## src/hdl/assert_macros.svh

```systemverilog
// Assertion helpers for the RTL files that carry checks; the top level is the one that includes them.
`ifndef ASSERT_MACROS_SVH
`define ASSERT_MACROS_SVH

// The condition must hold at every clock edge outside reset.
`define ASSERT_ALWAYS(label, clk, rst, cond) \
   label: assert property (@(posedge clk) disable iff (rst) (cond)) \
      else $error("assertion failed: condition does not hold");

// Whenever the antecedent holds, the consequent must hold in the same cycle.
`define ASSERT_IMPLIES(label, clk, rst, ante, cons) \
   label: assert property (@(posedge clk) disable iff (rst) (ante) |-> (cons)) \
      else $error("assertion failed: implication does not hold");

`endif

```

## src/hdl/mcs_pkg.sv

```systemverilog
`timescale 1ns / 1ps

package mcs_pkg;

   // Fixed sizes of the block.
   localparam int MAX_BEATS_PER_BAR = 16;
   localparam int POSITION_BITS     = 48;
   localparam int FRAC_BITS         = 8;
   localparam int POINT_BITS        = POSITION_BITS + FRAC_BITS;
   localparam int PERIOD_BITS       = 32;
   localparam int BAR_BITS          = 5;
   localparam int BEAT_IDX_BITS     = $clog2(MAX_BEATS_PER_BAR);
   localparam int ACCENT_BITS       = 16;
   localparam int MULT_BITS         = 3;
   localparam int SWING_BITS        = 8;
   localparam int REQ_TYPE_BITS     = 3;
   localparam int CSR_INDEX_BITS    = 3;
   localparam int CSR_DATA_BITS     = 32;
   localparam int PRODUCT_BITS      = 2 * PERIOD_BITS;
   localparam int SHIFT_BITS        = 6;

   // Depth of the command queue between front and back; a power of two.
   localparam int CMDQ_DEPTH        = 2;
   localparam int CMDQ_PTR_BITS     = $clog2(CMDQ_DEPTH);
   localparam int CMDQ_COUNT_BITS   = $clog2(CMDQ_DEPTH + 1);

   // Reset values of the configuration registers.
   localparam logic [PERIOD_BITS-1:0] PERIOD_RESET = PERIOD_BITS'(3686400);
   localparam logic [PERIOD_BITS-1:0] PERIOD_MIN   = PERIOD_BITS'(256);
   localparam logic [BAR_BITS-1:0]    BAR_RESET    = BAR_BITS'(4);
   localparam logic [ACCENT_BITS-1:0] ACCENT_RESET = ACCENT_BITS'(1);
   localparam logic [MULT_BITS-1:0]   MULT_RESET   = MULT_BITS'(1);
   localparam logic [MULT_BITS-1:0]   MULT_MAX     = MULT_BITS'(4);
   localparam logic [SWING_BITS-1:0]  SWING_EVEN   = SWING_BITS'(128);

   // floor(p / 3) equals (p * DIV3_RECIP) >> DIV3_SHIFT for every 32-bit p.
   localparam logic [PERIOD_BITS-1:0] DIV3_RECIP   = 32'hAAAA_AAAB;
   localparam logic [SHIFT_BITS-1:0]  DIV3_SHIFT   = SHIFT_BITS'(33);

   // Request type codes on the input channel.
   localparam logic [REQ_TYPE_BITS-1:0] REQ_TICK   = REQ_TYPE_BITS'(0);
   localparam logic [REQ_TYPE_BITS-1:0] REQ_TEMPO  = REQ_TYPE_BITS'(1);
   localparam logic [REQ_TYPE_BITS-1:0] REQ_METER  = REQ_TYPE_BITS'(2);
   localparam logic [REQ_TYPE_BITS-1:0] REQ_SUBDIV = REQ_TYPE_BITS'(3);
   localparam logic [REQ_TYPE_BITS-1:0] REQ_CANCEL = REQ_TYPE_BITS'(4);

   // Configuration register indexes.
   localparam logic [CSR_INDEX_BITS-1:0] CSR_BEAT_PERIOD   = CSR_INDEX_BITS'(0);
   localparam logic [CSR_INDEX_BITS-1:0] CSR_BEATS_PER_BAR = CSR_INDEX_BITS'(1);
   localparam logic [CSR_INDEX_BITS-1:0] CSR_ACCENT        = CSR_INDEX_BITS'(2);
   localparam logic [CSR_INDEX_BITS-1:0] CSR_SUBDIV_MULT   = CSR_INDEX_BITS'(3);
   localparam logic [CSR_INDEX_BITS-1:0] CSR_SWING         = CSR_INDEX_BITS'(4);
   localparam logic [CSR_INDEX_BITS-1:0] CSR_MUTED         = CSR_INDEX_BITS'(5);

   typedef enum logic [2:0] {
      OP_TICK,
      OP_TEMPO,
      OP_METER,
      OP_SUBDIV,
      OP_CANCEL
   } op_type;

   typedef enum logic [2:0] {
      ST_IDLE,
      ST_EVAL,
      ST_MUL,
      ST_APPLY,
      ST_FIX
   } back_state_type;

   // A classified request as it travels through the command queue.
   typedef struct packed {
      op_type                  op;
      logic [PERIOD_BITS-1:0]  period;
      logic [BAR_BITS-1:0]     bar;
      logic [MULT_BITS-1:0]    mult;
      logic [SWING_BITS-1:0]   swing;
   } cmd_type;

   // Scale factor and right shift that turn a period into an interval.
   typedef struct packed {
      logic [PERIOD_BITS-1:0]  k;
      logic [SHIFT_BITS-1:0]   sh;
   } scale_type;

   // Status of the back end, watched by the top level.
   typedef struct packed {
      logic                     idle;
      logic [BEAT_IDX_BITS-1:0] beat_index;
      logic [BAR_BITS-1:0]      bar_length;
   } status_type;

   function automatic logic [PERIOD_BITS-1:0] clamp_period(input logic [PERIOD_BITS-1:0] v);
      return (v < PERIOD_MIN) ? PERIOD_MIN : v;
   endfunction

   // Nearest whole sample of a Q.8 point, halves rounding up.
   function automatic logic [POSITION_BITS:0] round_point(input logic [POINT_BITS-1:0] p);
      return {1'b0, p[POINT_BITS-1:FRAC_BITS]} + (POSITION_BITS + 1)'(p[FRAC_BITS-1]);
   endfunction

   // Swing split with multiplier 2 and a ratio above even, otherwise period / multiplier.
   function automatic scale_type interval_scale(input logic [MULT_BITS-1:0]  mult,
                                                input logic [SWING_BITS-1:0] swing,
                                                input logic                  phase);
      scale_type s;
      s.k  = PERIOD_BITS'(1);
      s.sh = '0;
      if (mult == MULT_BITS'(2) && swing > SWING_EVEN) begin
         s.k  = phase ? PERIOD_BITS'((SWING_BITS + 1)'(256) - {1'b0, swing})
                      : PERIOD_BITS'(swing);
         s.sh = SHIFT_BITS'(FRAC_BITS);
      end else begin
         unique case (mult)
            MULT_BITS'(2): s.sh = SHIFT_BITS'(1);
            MULT_BITS'(3): begin
               s.k  = DIV3_RECIP;
               s.sh = DIV3_SHIFT;
            end
            MULT_BITS'(4): s.sh = SHIFT_BITS'(2);
            default:       s.sh = '0;
         endcase
      end
      return s;
   endfunction

endpackage

```

## src/hdl/metronome_click_scheduler.sv

```systemverilog
// Metronome click scheduler. Every accepted request of type tick stands for one audio
// sample; the block counts samples and, when the count meets the next beat point or the
// next subdivision point (both in samples with eight fraction bits, rounded to the
// nearest sample), produces one click result: a beat with its bar index and accent, or
// a subdivision click. Scheduled tempo, meter and subdivision changes are held and take
// effect at the next downbeat; a cancel request drops all held changes. Requests enter a
// two-entry command queue through push/full, so up to two requests can wait while the
// back end works. Requests that would change nothing, such as unknown types, are dropped
// by the front end and never reach the back end. The back end handles one request at a
// time: a scheduling request, or a tick that sets up no new subdivision point, needs only
// the evaluate state; a tick that sets one up also passes the multiply and apply states,
// as the interval comes from the shared 32 by 32 multiplier (period times a swing share,
// a reciprocal or one) and is then added in. A subdivision multiplier write above one
// holds the back end in the multiply, apply and fix states, with ready low. Results wait
// in a one-entry output register until popped; a click stalls the back end only while
// that register is still full. Muting hides the results but the timing state still advances.
`timescale 1ns / 1ps
`include "assert_macros.svh"

module metronome_click_scheduler import mcs_pkg::*; (
   input  logic                      clock,
   input  logic                      reset,
   // Request channel.
   input  logic                      push,
   output logic                      full,
   input  logic [REQ_TYPE_BITS-1:0]  req_type,
   input  logic [PERIOD_BITS-1:0]    req_new_beat_period,
   input  logic [BAR_BITS-1:0]       req_new_beats_per_bar,
   input  logic [MULT_BITS-1:0]      req_new_multiplier,
   input  logic [SWING_BITS-1:0]     req_new_swing,
   // Click result channel.
   output logic                      empty,
   input  logic                      pop,
   output logic                      rsp_is_beat,
   output logic                      rsp_accent,
   output logic [POSITION_BITS-1:0]  rsp_sample_index,
   output logic [BEAT_IDX_BITS-1:0]  rsp_bar_beat,
   // Configuration write channel.
   input  logic                      valid,
   output logic                      ready,
   input  logic [CSR_INDEX_BITS-1:0] csr_index,
   input  logic [CSR_DATA_BITS-1:0]  csr_data
);

   cmd_type    front_cmd;
   logic       front_push;
   cmd_type    cq_data;
   logic       cq_empty;
   logic       cq_pop;
   status_type back_status;

   // The front end decodes the request type, validates the scheduled values and drops
   // requests that would change nothing, such as unknown types.
   mcs_front u_front (
      .push                  (push),
      .full                  (full),
      .req_type              (req_type),
      .req_new_beat_period   (req_new_beat_period),
      .req_new_beats_per_bar (req_new_beats_per_bar),
      .req_new_multiplier    (req_new_multiplier),
      .req_new_swing         (req_new_swing),
      .cmd_push              (front_push),
      .cmd                   (front_cmd)
   );

   // The command queue decouples request acceptance from the back end.
   mcs_cmd_queue u_cmd_queue (
      .clock   (clock),
      .reset   (reset),
      .wr_en   (front_push),
      .wr_data (front_cmd),
      .full    (full),
      .rd_en   (cq_pop),
      .rd_data (cq_data),
      .empty   (cq_empty)
   );

   // The back end owns all timing state, the configuration registers and the result.
   mcs_back u_back (
      .clock            (clock),
      .reset            (reset),
      .cq_data          (cq_data),
      .cq_empty         (cq_empty),
      .cq_pop           (cq_pop),
      .csr_valid        (valid),
      .csr_ready        (ready),
      .csr_index        (csr_index),
      .csr_data         (csr_data),
      .rsp_empty        (empty),
      .rsp_pop          (pop),
      .rsp_is_beat      (rsp_is_beat),
      .rsp_accent       (rsp_accent),
      .rsp_sample_index (rsp_sample_index),
      .rsp_bar_beat     (rsp_bar_beat),
      .status           (back_status)
   );

   // Configuration is taken only with the back end idle and no request queued.
   `ASSERT_IMPLIES(a_ready_idle, clock, reset, ready, back_status.idle && !full)
   // A subdivision click carries neither accent nor a bar index.
   `ASSERT_IMPLIES(a_sub_fields, clock, reset, !empty && !rsp_is_beat, !rsp_accent && rsp_bar_beat == '0)
   // The beat index always lies inside the active bar.
   `ASSERT_ALWAYS(a_beat_in_bar, clock, reset, BAR_BITS'(back_status.beat_index) < back_status.bar_length)

endmodule

```

## src/hdl/mcs_front.sv

```systemverilog
`timescale 1ns / 1ps

module mcs_front import mcs_pkg::*; (
   input  logic                     push,
   input  logic                     full,
   input  logic [REQ_TYPE_BITS-1:0] req_type,
   input  logic [PERIOD_BITS-1:0]   req_new_beat_period,
   input  logic [BAR_BITS-1:0]      req_new_beats_per_bar,
   input  logic [MULT_BITS-1:0]     req_new_multiplier,
   input  logic [SWING_BITS-1:0]    req_new_swing,
   output logic                     cmd_push,
   output cmd_type                  cmd
);

   logic keep;
   logic bar_ok;
   logic subdiv_ok;

   // Requests that change nothing are accepted and dropped here.
   assign bar_ok    = (req_new_beats_per_bar != '0) &&
                      (req_new_beats_per_bar <= BAR_BITS'(MAX_BEATS_PER_BAR));
   assign subdiv_ok = (req_new_multiplier != '0) && (req_new_multiplier <= MULT_MAX) &&
                      (req_new_swing >= SWING_EVEN);

   always_comb begin
      cmd.op     = OP_TICK;
      cmd.period = clamp_period(req_new_beat_period);
      cmd.bar    = req_new_beats_per_bar;
      cmd.mult   = req_new_multiplier;
      cmd.swing  = (req_new_multiplier == MULT_BITS'(2)) ? req_new_swing : SWING_EVEN;
      keep       = 1'b0;
      unique case (req_type)
         REQ_TICK: begin
            cmd.op = OP_TICK;
            keep   = 1'b1;
         end
         REQ_TEMPO: begin
            cmd.op = OP_TEMPO;
            keep   = 1'b1;
         end
         REQ_METER: begin
            cmd.op = OP_METER;
            keep   = bar_ok;
         end
         REQ_SUBDIV: begin
            cmd.op = OP_SUBDIV;
            keep   = subdiv_ok;
         end
         REQ_CANCEL: begin
            cmd.op = OP_CANCEL;
            keep   = 1'b1;
         end
         default: keep = 1'b0;
      endcase
   end

   assign cmd_push = push && !full && keep;

endmodule

```

## src/hdl/mcs_cmd_queue.sv

```systemverilog
`timescale 1ns / 1ps

module mcs_cmd_queue import mcs_pkg::*; (
   input  logic    clock,
   input  logic    reset,
   input  logic    wr_en,
   input  cmd_type wr_data,
   output logic    full,
   input  logic    rd_en,
   output cmd_type rd_data,
   output logic    empty
);

   cmd_type                    slot_ff [CMDQ_DEPTH];
   logic [CMDQ_PTR_BITS-1:0]   wr_ptr_ff, wr_ptr_in;
   logic [CMDQ_PTR_BITS-1:0]   rd_ptr_ff, rd_ptr_in;
   logic [CMDQ_COUNT_BITS-1:0] count_ff, count_in;
   logic                       do_wr;
   logic                       do_rd;

   assign full    = (count_ff == CMDQ_COUNT_BITS'(CMDQ_DEPTH));
   assign empty   = (count_ff == '0);
   assign do_wr   = wr_en && !full;
   assign do_rd   = rd_en && !empty;
   assign rd_data = slot_ff[rd_ptr_ff];

   always_comb begin
      wr_ptr_in = do_wr ? wr_ptr_ff + CMDQ_PTR_BITS'(1) : wr_ptr_ff;
      rd_ptr_in = do_rd ? rd_ptr_ff + CMDQ_PTR_BITS'(1) : rd_ptr_ff;
      count_in  = count_ff + CMDQ_COUNT_BITS'(do_wr) - CMDQ_COUNT_BITS'(do_rd);
   end

   always_ff @(posedge clock) begin
      if (reset) begin
         wr_ptr_ff <= '0;
         rd_ptr_ff <= '0;
         count_ff  <= '0;
      end else begin
         wr_ptr_ff <= wr_ptr_in;
         rd_ptr_ff <= rd_ptr_in;
         count_ff  <= count_in;
      end
   end

   always_ff @(posedge clock) begin
      if (do_wr) begin
         slot_ff[wr_ptr_ff] <= wr_data;
      end
   end

endmodule

```

## src/hdl/mcs_back.sv

```systemverilog
`timescale 1ns / 1ps

module mcs_back import mcs_pkg::*; (
   input  logic                      clock,
   input  logic                      reset,
   input  cmd_type                   cq_data,
   input  logic                      cq_empty,
   output logic                      cq_pop,
   input  logic                      csr_valid,
   output logic                      csr_ready,
   input  logic [CSR_INDEX_BITS-1:0] csr_index,
   input  logic [CSR_DATA_BITS-1:0]  csr_data,
   output logic                      rsp_empty,
   input  logic                      rsp_pop,
   output logic                      rsp_is_beat,
   output logic                      rsp_accent,
   output logic [POSITION_BITS-1:0]  rsp_sample_index,
   output logic [BEAT_IDX_BITS-1:0]  rsp_bar_beat,
   output status_type                status
);

   back_state_type             state_ff, state_in;
   cmd_type                    cmd_ff, cmd_in;
   logic [POSITION_BITS-1:0]   counter_ff, counter_in;
   logic [POINT_BITS-1:0]      nbp_ff, nbp_in;
   logic [POINT_BITS-1:0]      nsp_ff, nsp_in;
   logic [BEAT_IDX_BITS-1:0]   bib_ff, bib_in;
   logic                       phase_ff, phase_in;
   logic [PERIOD_BITS-1:0]     period_ff, period_in;
   logic [BAR_BITS-1:0]        bar_len_ff, bar_len_in;
   logic [MULT_BITS-1:0]       mult_ff, mult_in;
   logic [SWING_BITS-1:0]      swing_ff, swing_in;
   logic [ACCENT_BITS-1:0]     accent_ff, accent_in;
   logic                       muted_ff, muted_in;
   logic                       pp_valid_ff, pp_valid_in;
   logic [PERIOD_BITS-1:0]     pp_value_ff, pp_value_in;
   logic                       pb_valid_ff, pb_valid_in;
   logic [BAR_BITS-1:0]        pb_value_ff, pb_value_in;
   logic                       ps_valid_ff, ps_valid_in;
   logic [MULT_BITS-1:0]       ps_mult_ff, ps_mult_in;
   logic [SWING_BITS-1:0]      ps_swing_ff, ps_swing_in;
   logic                       rearm_ff, rearm_in;
   logic [POSITION_BITS-1:0]   cur_ff, cur_in;
   logic [PRODUCT_BITS-1:0]    mul_ff, mul_in;
   logic [SHIFT_BITS-1:0]      sh_ff, sh_in;
   logic [POINT_BITS:0]        ahead_ff, ahead_in;
   logic                       rsp_valid_ff, rsp_valid_in;
   logic                       rsp_is_beat_ff, rsp_is_beat_in;
   logic                       rsp_accent_ff, rsp_accent_in;
   logic [POSITION_BITS-1:0]   rsp_index_ff, rsp_index_in;
   logic [BEAT_IDX_BITS-1:0]   rsp_bar_beat_ff, rsp_bar_beat_in;

   logic                       is_tick;
   logic                       beat_hit;
   logic                       sub_hit;
   logic                       emit;
   logic                       stall;
   logic                       downbeat;
   logic [PERIOD_BITS-1:0]     period_n;
   logic [BAR_BITS-1:0]        bar_len_n;
   logic [MULT_BITS-1:0]       mult_n;
   logic [SWING_BITS-1:0]      swing_n;
   logic [BAR_BITS-1:0]        bib_step;
   logic                       csr_take;
   logic [BAR_BITS-1:0]        csr_bar;
   logic [MULT_BITS-1:0]       csr_mult;
   logic [SWING_BITS-1:0]      csr_swing;
   logic                       csr_mult_ok;
   logic                       csr_rearm_mul;
   scale_type                  scale;
   logic [PERIOD_BITS-1:0]     interval;
   logic [POINT_BITS:0]        here;
   logic [POINT_BITS:0]        fix_diff;

   // Decisions of the current step.
   always_comb begin
      is_tick   = (cmd_ff.op == OP_TICK);
      beat_hit  = ({1'b0, counter_ff} == round_point(nbp_ff));
      sub_hit   = (mult_ff > MULT_BITS'(1)) && ({1'b0, counter_ff} == round_point(nsp_ff)) &&
                  !beat_hit;
      emit      = is_tick && (beat_hit || sub_hit) && !muted_ff;
      stall     = emit && rsp_valid_ff && !rsp_pop;
      downbeat  = (bib_ff == '0);
      period_n  = (downbeat && pp_valid_ff) ? pp_value_ff : period_ff;
      bar_len_n = (downbeat && pb_valid_ff) ? pb_value_ff : bar_len_ff;
      mult_n    = (downbeat && ps_valid_ff) ? ps_mult_ff  : mult_ff;
      swing_n   = (downbeat && ps_valid_ff) ? ps_swing_ff : swing_ff;
      bib_step  = {1'b0, bib_ff} + BAR_BITS'(1);
      csr_bar   = csr_data[BAR_BITS-1:0];
      csr_mult  = csr_data[MULT_BITS-1:0];
      csr_swing = csr_data[SWING_BITS-1:0];
      csr_mult_ok   = (csr_mult != '0) && (csr_mult <= MULT_MAX);
      csr_take      = csr_valid && csr_ready;
      csr_rearm_mul = csr_take && (csr_index == CSR_SUBDIV_MULT) && csr_mult_ok &&
                      (csr_mult > MULT_BITS'(1));
      scale     = interval_scale(mult_ff, swing_ff, phase_ff);
      interval  = PERIOD_BITS'(mul_ff >> sh_ff);
      here      = {1'b0, counter_ff, FRAC_BITS'(0)};
      fix_diff  = ahead_ff - (POINT_BITS + 1)'(period_ff);
   end

   // Next state.
   always_comb begin
      state_in = state_ff;
      unique case (state_ff)
         ST_IDLE: begin
            if (!cq_empty) begin
               state_in = ST_EVAL;
            end else if (csr_rearm_mul) begin
               state_in = ST_MUL;
            end
         end
         ST_EVAL: begin
            if (!is_tick) begin
               state_in = ST_IDLE;
            end else if (stall) begin
               state_in = ST_EVAL;
            end else if (beat_hit ? (mult_n > MULT_BITS'(1)) : sub_hit) begin
               state_in = ST_MUL;
            end else begin
               state_in = ST_IDLE;
            end
         end
         ST_MUL:   state_in = ST_APPLY;
         ST_APPLY: state_in = rearm_ff ? ST_FIX : ST_IDLE;
         ST_FIX:   state_in = ST_IDLE;
         default:  state_in = ST_IDLE;
      endcase
   end

   // Handshake outputs of the sequencer.
   always_comb begin
      cq_pop    = (state_ff == ST_IDLE) && !cq_empty;
      csr_ready = (state_ff == ST_IDLE) && cq_empty;
   end

   // Datapath next values.
   always_comb begin
      cmd_in          = cmd_ff;
      counter_in      = counter_ff;
      nbp_in          = nbp_ff;
      nsp_in          = nsp_ff;
      bib_in          = bib_ff;
      phase_in        = phase_ff;
      period_in       = period_ff;
      bar_len_in      = bar_len_ff;
      mult_in         = mult_ff;
      swing_in        = swing_ff;
      accent_in       = accent_ff;
      muted_in        = muted_ff;
      pp_valid_in     = pp_valid_ff;
      pp_value_in     = pp_value_ff;
      pb_valid_in     = pb_valid_ff;
      pb_value_in     = pb_value_ff;
      ps_valid_in     = ps_valid_ff;
      ps_mult_in      = ps_mult_ff;
      ps_swing_in     = ps_swing_ff;
      rearm_in        = rearm_ff;
      cur_in          = cur_ff;
      mul_in          = mul_ff;
      sh_in           = sh_ff;
      ahead_in        = ahead_ff;
      rsp_valid_in    = rsp_valid_ff && !rsp_pop;
      rsp_is_beat_in  = rsp_is_beat_ff;
      rsp_accent_in   = rsp_accent_ff;
      rsp_index_in    = rsp_index_ff;
      rsp_bar_beat_in = rsp_bar_beat_ff;

      unique case (state_ff)
         ST_IDLE: begin
            if (cq_pop) begin
               cmd_in   = cq_data;
               rearm_in = 1'b0;
            end
            if (csr_take) begin
               unique case (csr_index)
                  CSR_BEAT_PERIOD: period_in = clamp_period(csr_data);
                  CSR_BEATS_PER_BAR: begin
                     if (csr_bar != '0 && csr_bar <= BAR_BITS'(MAX_BEATS_PER_BAR)) begin
                        bar_len_in = csr_bar;
                        bib_in     = '0;
                     end
                  end
                  CSR_ACCENT: accent_in = csr_data[ACCENT_BITS-1:0];
                  CSR_SUBDIV_MULT: begin
                     if (csr_mult_ok) begin
                        mult_in  = csr_mult;
                        phase_in = 1'b0;
                        rearm_in = 1'b1;
                        if (csr_mult <= MULT_BITS'(1)) begin
                           nsp_in = '1;
                        end
                     end
                  end
                  CSR_SWING: begin
                     if (csr_swing >= SWING_EVEN) begin
                        swing_in = csr_swing;
                     end
                  end
                  CSR_MUTED: muted_in = csr_data[0];
                  default: ;
               endcase
            end
         end
         ST_EVAL: begin
            unique case (cmd_ff.op)
               OP_TICK: begin
                  if (!stall) begin
                     cur_in     = counter_ff;
                     counter_in = counter_ff + POSITION_BITS'(1);
                     if (emit) begin
                        rsp_valid_in    = 1'b1;
                        rsp_is_beat_in  = beat_hit;
                        rsp_accent_in   = beat_hit && accent_ff[bib_ff];
                        rsp_index_in    = counter_ff;
                        rsp_bar_beat_in = beat_hit ? bib_ff : '0;
                     end
                     if (beat_hit) begin
                        if (downbeat) begin
                           period_in   = period_n;
                           bar_len_in  = bar_len_n;
                           mult_in     = mult_n;
                           swing_in    = swing_n;
                           pp_valid_in = 1'b0;
                           pb_valid_in = 1'b0;
                           ps_valid_in = 1'b0;
                        end
                        bib_in = (bib_step >= bar_len_n) ? '0 : bib_step[BEAT_IDX_BITS-1:0];
                        nbp_in = nbp_ff + POINT_BITS'(period_n);
                        if (mult_n > MULT_BITS'(1)) begin
                           phase_in = 1'b0;
                        end
                     end else if (sub_hit) begin
                        phase_in = !phase_ff;
                     end
                  end
               end
               OP_TEMPO: begin
                  pp_valid_in = 1'b1;
                  pp_value_in = cmd_ff.period;
               end
               OP_METER: begin
                  pb_valid_in = 1'b1;
                  pb_value_in = cmd_ff.bar;
               end
               OP_SUBDIV: begin
                  ps_valid_in = 1'b1;
                  ps_mult_in  = cmd_ff.mult;
                  ps_swing_in = cmd_ff.swing;
               end
               OP_CANCEL: begin
                  pp_valid_in = 1'b0;
                  pb_valid_in = 1'b0;
                  ps_valid_in = 1'b0;
               end
               default: ;
            endcase
         end
         ST_MUL: begin
            mul_in = {{PERIOD_BITS{1'b0}}, period_ff} * {{PERIOD_BITS{1'b0}}, scale.k};
            sh_in  = scale.sh;
         end
         ST_APPLY: begin
            if (rearm_ff) begin
               ahead_in = {1'b0, nbp_ff} + (POINT_BITS + 1)'(interval);
            end else begin
               nsp_in = {cur_ff, FRAC_BITS'(0)} + POINT_BITS'(interval);
            end
         end
         ST_FIX: begin
            // Pull the point back one period when that still lies ahead of now.
            if (ahead_ff >= (POINT_BITS + 1)'(period_ff) && fix_diff > here) begin
               nsp_in = fix_diff[POINT_BITS-1:0];
            end else begin
               nsp_in = ahead_ff[POINT_BITS-1:0];
            end
         end
         default: ;
      endcase
   end

   always_ff @(posedge clock) begin
      if (reset) begin
         state_ff     <= ST_IDLE;
         counter_ff   <= '0;
         nbp_ff       <= '0;
         nsp_ff       <= '1;
         bib_ff       <= '0;
         phase_ff     <= 1'b0;
         period_ff    <= PERIOD_RESET;
         bar_len_ff   <= BAR_RESET;
         mult_ff      <= MULT_RESET;
         swing_ff     <= SWING_EVEN;
         accent_ff    <= ACCENT_RESET;
         muted_ff     <= 1'b0;
         pp_valid_ff  <= 1'b0;
         pb_valid_ff  <= 1'b0;
         ps_valid_ff  <= 1'b0;
         rearm_ff     <= 1'b0;
         rsp_valid_ff <= 1'b0;
      end else begin
         state_ff     <= state_in;
         counter_ff   <= counter_in;
         nbp_ff       <= nbp_in;
         nsp_ff       <= nsp_in;
         bib_ff       <= bib_in;
         phase_ff     <= phase_in;
         period_ff    <= period_in;
         bar_len_ff   <= bar_len_in;
         mult_ff      <= mult_in;
         swing_ff     <= swing_in;
         accent_ff    <= accent_in;
         muted_ff     <= muted_in;
         pp_valid_ff  <= pp_valid_in;
         pb_valid_ff  <= pb_valid_in;
         ps_valid_ff  <= ps_valid_in;
         rearm_ff     <= rearm_in;
         rsp_valid_ff <= rsp_valid_in;
      end
   end

   always_ff @(posedge clock) begin
      cmd_ff          <= cmd_in;
      pp_value_ff     <= pp_value_in;
      pb_value_ff     <= pb_value_in;
      ps_mult_ff      <= ps_mult_in;
      ps_swing_ff     <= ps_swing_in;
      cur_ff          <= cur_in;
      mul_ff          <= mul_in;
      sh_ff           <= sh_in;
      ahead_ff        <= ahead_in;
      rsp_is_beat_ff  <= rsp_is_beat_in;
      rsp_accent_ff   <= rsp_accent_in;
      rsp_index_ff    <= rsp_index_in;
      rsp_bar_beat_ff <= rsp_bar_beat_in;
   end

   assign rsp_empty        = !rsp_valid_ff;
   assign rsp_is_beat      = rsp_is_beat_ff;
   assign rsp_accent       = rsp_accent_ff;
   assign rsp_sample_index = rsp_index_ff;
   assign rsp_bar_beat     = rsp_bar_beat_ff;

   assign status.idle       = (state_ff == ST_IDLE);
   assign status.beat_index = bib_ff;
   assign status.bar_length = bar_len_ff;

endmodule
```

## config.mk

```make
export PLATFORM = sky130hd
export DESIGN_NAME = metronome_click_scheduler
export DESIGN_NICKNAME = d
export VERILOG_FILES = /design/src/hdl/mcs_pkg.sv /design/src/hdl/metronome_click_scheduler.sv /design/src/hdl/mcs_front.sv /design/src/hdl/mcs_cmd_queue.sv /design/src/hdl/mcs_back.sv
export VERILOG_INCLUDE_DIRS = /design/src /design/src/hdl
export SDC_FILE = /design/constraint.sdc
export NUM_CORES = 2
export LEC_CHECK = 0
export BUFFER_PORTS_ARGS = -buffer_cell sky130_fd_sc_hd__buf_2
export CORE_MARGIN = 3
export CORE_UTILIZATION = 52
export CTS_CLUSTER_DIAMETER = 40
export DETAILED_ROUTE_END_ITERATION = 16
export PLACE_DENSITY = 0.68
export SLEW_MARGIN = 20
export SYNTH_ARGS = -nofsm -noshare
export SYNTH_HDL_FRONTEND = slang
export SYNTH_SLANG_ARGS = --single-unit
```

## constraint.sdc

```tcl
create_clock -name clock -period 11.1 [get_ports clock]
set_input_delay 1.665 -clock clock [delete_from_list [all_inputs] [get_ports clock]]
set_output_delay 1.665 -clock clock [all_outputs]
set_load 0.01 [all_outputs]
```

Word level (Yosys, flattened, before mapping). Memories as Yosys holds them, arrays and structs flattened. A register that Yosys moved wholly into a read port is not among the register bits. Cells that the tools add are included.

Input bits: 91. Output and inout bits: 57. Memories kept: 1. Logic and storage cells: 277. Register bits: 519. Memory bits (writable): 102.

Memories: u_cmd_queue.slot_ff (depth 2, width 51, rd ports 1, clocked after memory_dff 1, write ports 1, RTL line mcs_cmd_queue.sv:14) `cmd_type slot_ff [CMDQ_DEPTH];`.

Multipliers: 1. Eq/ne operators: 45. Order comparisons: 17. Bitwise logic cells: 1. Shifts and indexed selects: 1. Add/subtract/negate cells: 13. Muxes and demuxes: 94. Reduce and logical (&&, ||, !) cells: 72.

Operators by type and width (count): two-way mux 32 bit (11); two-way mux 56 bit (6); case mux 56 bit (3 select lines) (1); adder 56 x 32 -> 56 bit (2); adder 48 x 1 -> 49 bit (2); == test 48 x 49 -> 1 bit (2); two-way mux 8 bit (9); less-than comparator 32 x 9 -> 1 bit (second input constant) (2); multiplier 32 x 32 -> 64 bit (1); case mux 32 bit (2 select lines) (1); >> shifter 64 x 6 -> 32 bit (1); adder 56 x 32 -> 57 bit (1); greater-or-equal comparator 57 x 32 -> 1 bit (1); greater-than comparator 57 x 56 -> 1 bit (1); subtractor 57 x 32 -> 57 bit (1); adder 48 x 1 -> 48 bit (second input constant) (1); two-way mux 5 bit (8); two-way mux 3 bit (13); two-way mux 38 bit (1); == test 3 x 2 -> 1 bit (second input constant) (11); logical AND 1 bit (28); two-way mux 4 bit (7); != test 2 x 1 -> 1 bit (second input constant) (13); case mux 3 bit (4 select lines) (2); other kinds (47) (118).

Logic depth before layout (Yosys ltp).
Word-level depth: 12. Depth in mapped cells: 36.

Hierarchy. Synthesis repeated with hierarchy kept, for this count alone.

Cells, all modules: 6394. Area total of the unflattened synthesis: 61448.9 um2.

By module, submodules not included: mcs_back (cells each 6138, area an instance 57152.3 um2, instances 1, seq. area each 14413.8 um2); mcs_cmd_queue (cells each 186, area an instance 3901.2 um2, instances 1, seq. area each 3163.0 um2); mcs_front (cells each 70, area an instance 395.4 um2, instances 1, seq. area each 0.0 um2).

Least setup slack after synthesis. No wires, ideal clock.

Kind: register to register. Start: reg u_back.swing_ff[0]. End: reg u_back.mul_ff[57], data pin. Arrival time: 8758 ps. Slack: 2062 ps. Clock period less this slack: 9038 ps. Stages on the path, launching flop included: 35. Buffers on the path: 4. Setup time: 280 ps. Required time: 10820 ps. Cells stage by stage: dfxtp_1 inv_1 ha_1 nand2_1 or3_1 nor2_1 nor4bb_1 clkbuf_1 clkbuf_1 clkbuf_1 and3_1 fa_1 fa_1 fa_1 inv_1 fa_1 inv_1 fa_1 fa_1 fa_1 inv_1 fa_1 inv_1 ha_1 clkbuf_1 a211oi_1 o21bai_1 a211oi_1 o21ai_0 o21ba_2 o21ai_0 a41o_1 a311o_1 a21oi_1 o311ai_0.

Word-level cells in the longest chain between the ends: 4. Elaborated cells on any way between the ends: 6. Classes of those cells: 1 x add/sub; 1 x mul; 1 x order compare; 2 x mux; 1 x reduce/logical.

Ends and longest elaborated chain: start, declared (RTL line mcs_back.sv:32) `logic [SWING_BITS-1:0] swing_ff, swing_in;`; start signal, assigned (RTL line mcs_back.sv:311) `swing_ff <= swing_in;`; subtractor 9 x 8 -> 10 bit / greater-than comparator 8 bit (equally long branches) (RTL line mcs_pkg.sv:110, mcs_pkg.sv:109); two-way mux 32 bit / logical AND 1 bit (equally long branches) (RTL line mcs_pkg.sv:110, mcs_pkg.sv:109); two-way mux 38 bit (*) (RTL line mcs_pkg.sv:109) `if (mult == MULT_BITS'(2) && swing > SWING_EVEN) begin`; multiplier 32 x 32 -> 64 bit (*) (RTL line mcs_back.sv:260) `mul_in = {{PERIOD_BITS{1'b0}}, period_ff} * {{PERIOD_BITS{1'b0}}, scale.k};`; end signal, assigned (RTL line mcs_back.sv:329) `mul_ff <= mul_in;`; end, declared (RTL line mcs_back.sv:44) `logic [PRODUCT_BITS-1:0] mul_ff, mul_in;`.

Mark *: on every way between the ends. The rest lies on a longest branch, timed or not. A chain may end at the register's enable or synchronous reset.

Worst setup path after layout.
Start: reg u_back.swing_ff[0]. End: reg u_back.mul_ff[58], data pin.

Same word-level chain as after synthesis.

==> flow_metrics.py <==
metrics = {
    "setup_path": {
        "cp-end-kind": "flip-flop",
        "critPathMaxStageDelay_ns": 0.67,
        "ff2ff_setup_slack_ns": 0.71,
        "cp_max_fo": 37,
        "crit_required_ns": 11.51,
        "cp_common_cell": "fa_1",
        "r2r-start": "u_back.swing_ff[0]",
        "reg2reg_depth": 34,
        "cp-start-kind": "flip-flop",
        "cp_slowest_cell": "a21oi_2",
        "arrival_ns": 10.80,
        "path_class": "reg -> reg",
        "timing.rr.end": "u_back.mul_ff[58]",
    },
    "flow_run": {
        "maxCapViolations": 0,
    },
    "sta": {
        "fin_ws_ns": 0.709,
        "fin_crit_ns": 10.39,
        "finalCritPeriodShare": 0.936,
        "hold_viol": 0,
        "worstMarginPinSlew_ns": 1.16,
        "holdWs_ns": 0.412,
        "fin_worst_skew_ns": 0.0606,
        "maxSlewHeadroom": 0.218,
        "slew_viol_final": 0,
        "fmax_mhz": 96.2,
        "setup_viol": 0,
        "rsz0062_at_grt": "no",
        "fin_setup_tns_ns": 0,
    },
    "synth": {
        "synth_area_um2": 62600,
        "ys_ff_latch": 663,
        "synth_edf_count": 428,
        "ys_types": 101,
        "avgSynthCellArea_um2": 9.49,
        "syn_inst": 6593,
        "yosysSeqAreaShare": 0.281,
        "synth_warnings": 0,
        "synth-main-ff-cell": "edfxtp_1",
        "postSynth.asyncResetShare": 0,
    },
    "routing": {
        "drt_iter0_drc": 5885,
        "vias": 50900,
        "drc": 0,
        "drtPass1Iterations": 7,
        "vias_per_cell": 6.12,
        "wl_mm": 207,
        "wl_per_cell_um": 24.9,
        "antenna_left": 0,
    },
    "pwr": {
        "pwr_density_cell_nw_per_um2": 166,
        "internal-power_w": 0.00670,
        "p_seq_frac": 0.287,
        "combPwrFrac": 0.432,
        "ir_drop_v": 0.000143,
        "p_sw_frac": 0.409,
        "p_leak_nw": 30.5,
        "pwr-share-clk": 0.281,
        "netSwitchingPower_w": 0.00463,
    },
    "layout": {
        "drive_gt1_frac": 0.0949,
        "stdcell_count": 8316,
        "final_core_util": 0.576,
        "nNetsFinal": 7775,
        "syn_to_final_growth_pct": 9.38,
    },
    "min_path": {
        "hold_path_end": "u_back.pp_value_ff[18]",
        "worstHoldPathType": "reg -> reg",
        "min_from": "u_back.cmd_ff[34]",
        "min_delay_path_depth": 0,
    },
    "clocking": {
        "clock_sinks": 663,
        "post_cts_buffers": 0,
        "cts_max_level": 3,
        "cts_resized": 0,
        "clock_latency_ns": 0.67,
        "cts-root-buf": "clkbuf_16",
        "cts.path.max_buffers": 3,
        "numCtsBuffers": 95,
        "tritoncts": "built",
        "clk_pin_slew_worst_paths_ns": 0.06,
        "cts_hold_buf": 0,
    },
    "grt": {
        "grt.total_usage": 0.328,
        "grt_pass1_vias": 48400,
        "grt_pass1_wl_mm": 310,
        "antenna_found_initial": 14,
        "grt_start_max_net_pins": 93,
        "overflow": 0,
    },
    "placement": {
        "dpl.cell_count": 8131,
        "hpwl_mm": 166,
        "pre_cts_slack_ns": 0.925,
        "gp_congestion": 1.02,
        "portBuffers": 147,
    },
    "status": {
        "outcome": "finished clean",
    },
    "floorplanning": {
        "die_w_um": 353,
        "start_util": 0.527,
        "num_rows": 126,
        "core_area_um2": 119000,
        "dieHeight_um": 353,
        "die_area_um2": 125000,
        "ios": 148,
    },
}
## metal layers
layer | GRT usage | routed length (µm) | vias to the layer above
met3 | 0.0874 | 24500 | 417
li1 | - | - | 22900
met5 | 0 | 79 | -
met1 | 0.486 | 90800 | 24900
met2 | 0.454 | 82500 | 2682
met4 | 0.128 | 9360 | 6
## metrics by stage
stage | instance area [µm²] | power, W
4_1_cts | 68400 | 0.0113
3_3_place_gp | 65000 | 0.00800
6_report | 68400 | 0.0113
5_1_grt | 68400 | 0.0120
2_1_floorplan | 62700 | 0.00653
3_5_place_dp | 65000 | 0.00807
## worst max-delay path by stage
stage	start	endpoint	slack, ns	cells past startpoint
3_5_place_dp	u_back.swing_ff[0]	u_back.mul_ff[58]	0.92	34
6_report	u_back.swing_ff[0]	u_back.mul_ff[58]	0.71	34
5_1_grt	u_back.swing_ff[0]	u_back.mul_ff[56]	0.23	33
2_1_floorplan	u_back.swing_ff[0]	u_back.mul_ff[57]	2.06	34
4_1_cts	u_back.swing_ff[0]	u_back.mul_ff[58]	0.94	34
3_3_place_gp	u_back.swing_ff[0]	u_back.mul_ff[58]	1.16	34
## cells in the mapped netlist, types with 22 or more instances
library cell  count  share of area
o41ai_1          29         0.0041
nand3_1         163          0.013
edfxtp_1        428           0.21
inv_1           799          0.048
dfxtp_1         235          0.075
nor3_1           84         0.0067
a31oi_1          50         0.0050
or4_1            24         0.0029
nor4_1           69         0.0069
fa_1            521           0.17
xnor2_1         233          0.033
a211oi_1         46         0.0055
a21o_1          100          0.012
mux2i_1         101          0.016
mux2_2          112          0.020
nand2_1         471          0.028
and3_1          158          0.016
nand2b_1         42         0.0042
o21bai_1         22         0.0026
xor2_1          172          0.024
clkbuf_1        291          0.017
nand4_1          90         0.0090
ha_1            535           0.11
or3_1            34         0.0034
and2_1          150          0.015
o21ai_0         218          0.017
and4_1           35         0.0049
o21a_1           39         0.0047
o211ai_1         55         0.0066
a21oi_1         388          0.031
nor2b_1          50         0.0050
nor2_1          437          0.026
o31ai_1          26         0.0031
## power groups by stage
stage | logic, W | registers [W] | clock network (W)
floorplan | 0.00334 | 0.00319 | 0
global placement | 0.00471 | 0.00329 | 0
detailed placement | 0.00477 | 0.00330 | 0
CTS | 0.00480 | 0.00325 | 0.00321
global route | 0.00535 | 0.00327 | 0.00333
finish | 0.00490 | 0.00326 | 0.00318
## area by class of cell
type                    count  area [µm²]
inverters                 802        3020
clock inverters            69         826
diodes                      6        15.0
fillers                 10400       50300
well taps                1600        2000
clock buffers             110        2550
flip-flops and latches    663       17600
repair buffers            248        1500
multi-input cells        4818       41000
## cell usage in the layout (no fill, tap or decap), types with 22 or more instances in the layout
master,instances
xnor2_1,230
a21o_1,100
nor2_1,433
xor2_1,172
a31oi_1,50
buf_4,101
nand2_1,470
or3_1,34
nor2b_1,48
a211oi_1,46
a21oi_1,382
fa_1,521
clkbuf_16,100
o21bai_1,22
ha_1,535
and2_1,146
o31ai_1,26
conb_1,32
inv_1,797
o41ai_1,29
buf_2,146
edfxtp_1,428
nor4_1,68
and4_1,35
dfxtp_1,234
nor3_1,80
nand2b_1,42
o211ai_1,55
and3_1,158
o21ai_0,217
o21a_1,39
nand4_1,90
or4_1,24
mux2i_1,101
mux2_2,112
nand3_1,163
## logic make-up (layout without fill, tap and decap cells)
| kind of cell | after synthesis | count (layout) | synth area share |
|---|---|---|---|
| other | 1 | 38 | 0.0000599 |
| adder cells (fa/ha/maj) | 1057 | 1057 | 0.274 |
| buffers and inverters | 1143 | 1229 | 0.0697 |
| AO/OA/AOI/OAI | 1202 | 1202 | 0.124 |
| multiplexers | 227 | 227 | 0.0414 |
| XOR/XNOR | 405 | 405 | 0.0567 |
| AND/OR/NAND/NOR | 1895 | 1895 | 0.153 |
| flip-flops | 663 | 663 | 0.281 |
## state kept, by name (all words and copies together) (netlist names), 48 cells and up, named ones only
name and count:
u_back.nbp_ff 56, u_back.ahead_ff 57, u_back.cur_ff 48, u_cmd_queue.slot_ff 102
u_back.rsp_sample_index 48, u_back.counter_ff 48, u_back.cmd_ff 51, u_back.mul_ff 64
u_back.nsp_ff 49
## worst max-delay path: cells and delay by family (launching register included)
kind            cells  cell delay, ns
buf+inv             8            1.26
simple gates        5            0.90
xor+xnor            1            0.08
flops               1            0.32
fa+ha+maj          10            4.46
compound gates     10            3.09
(Power assumes the default switching activity.)
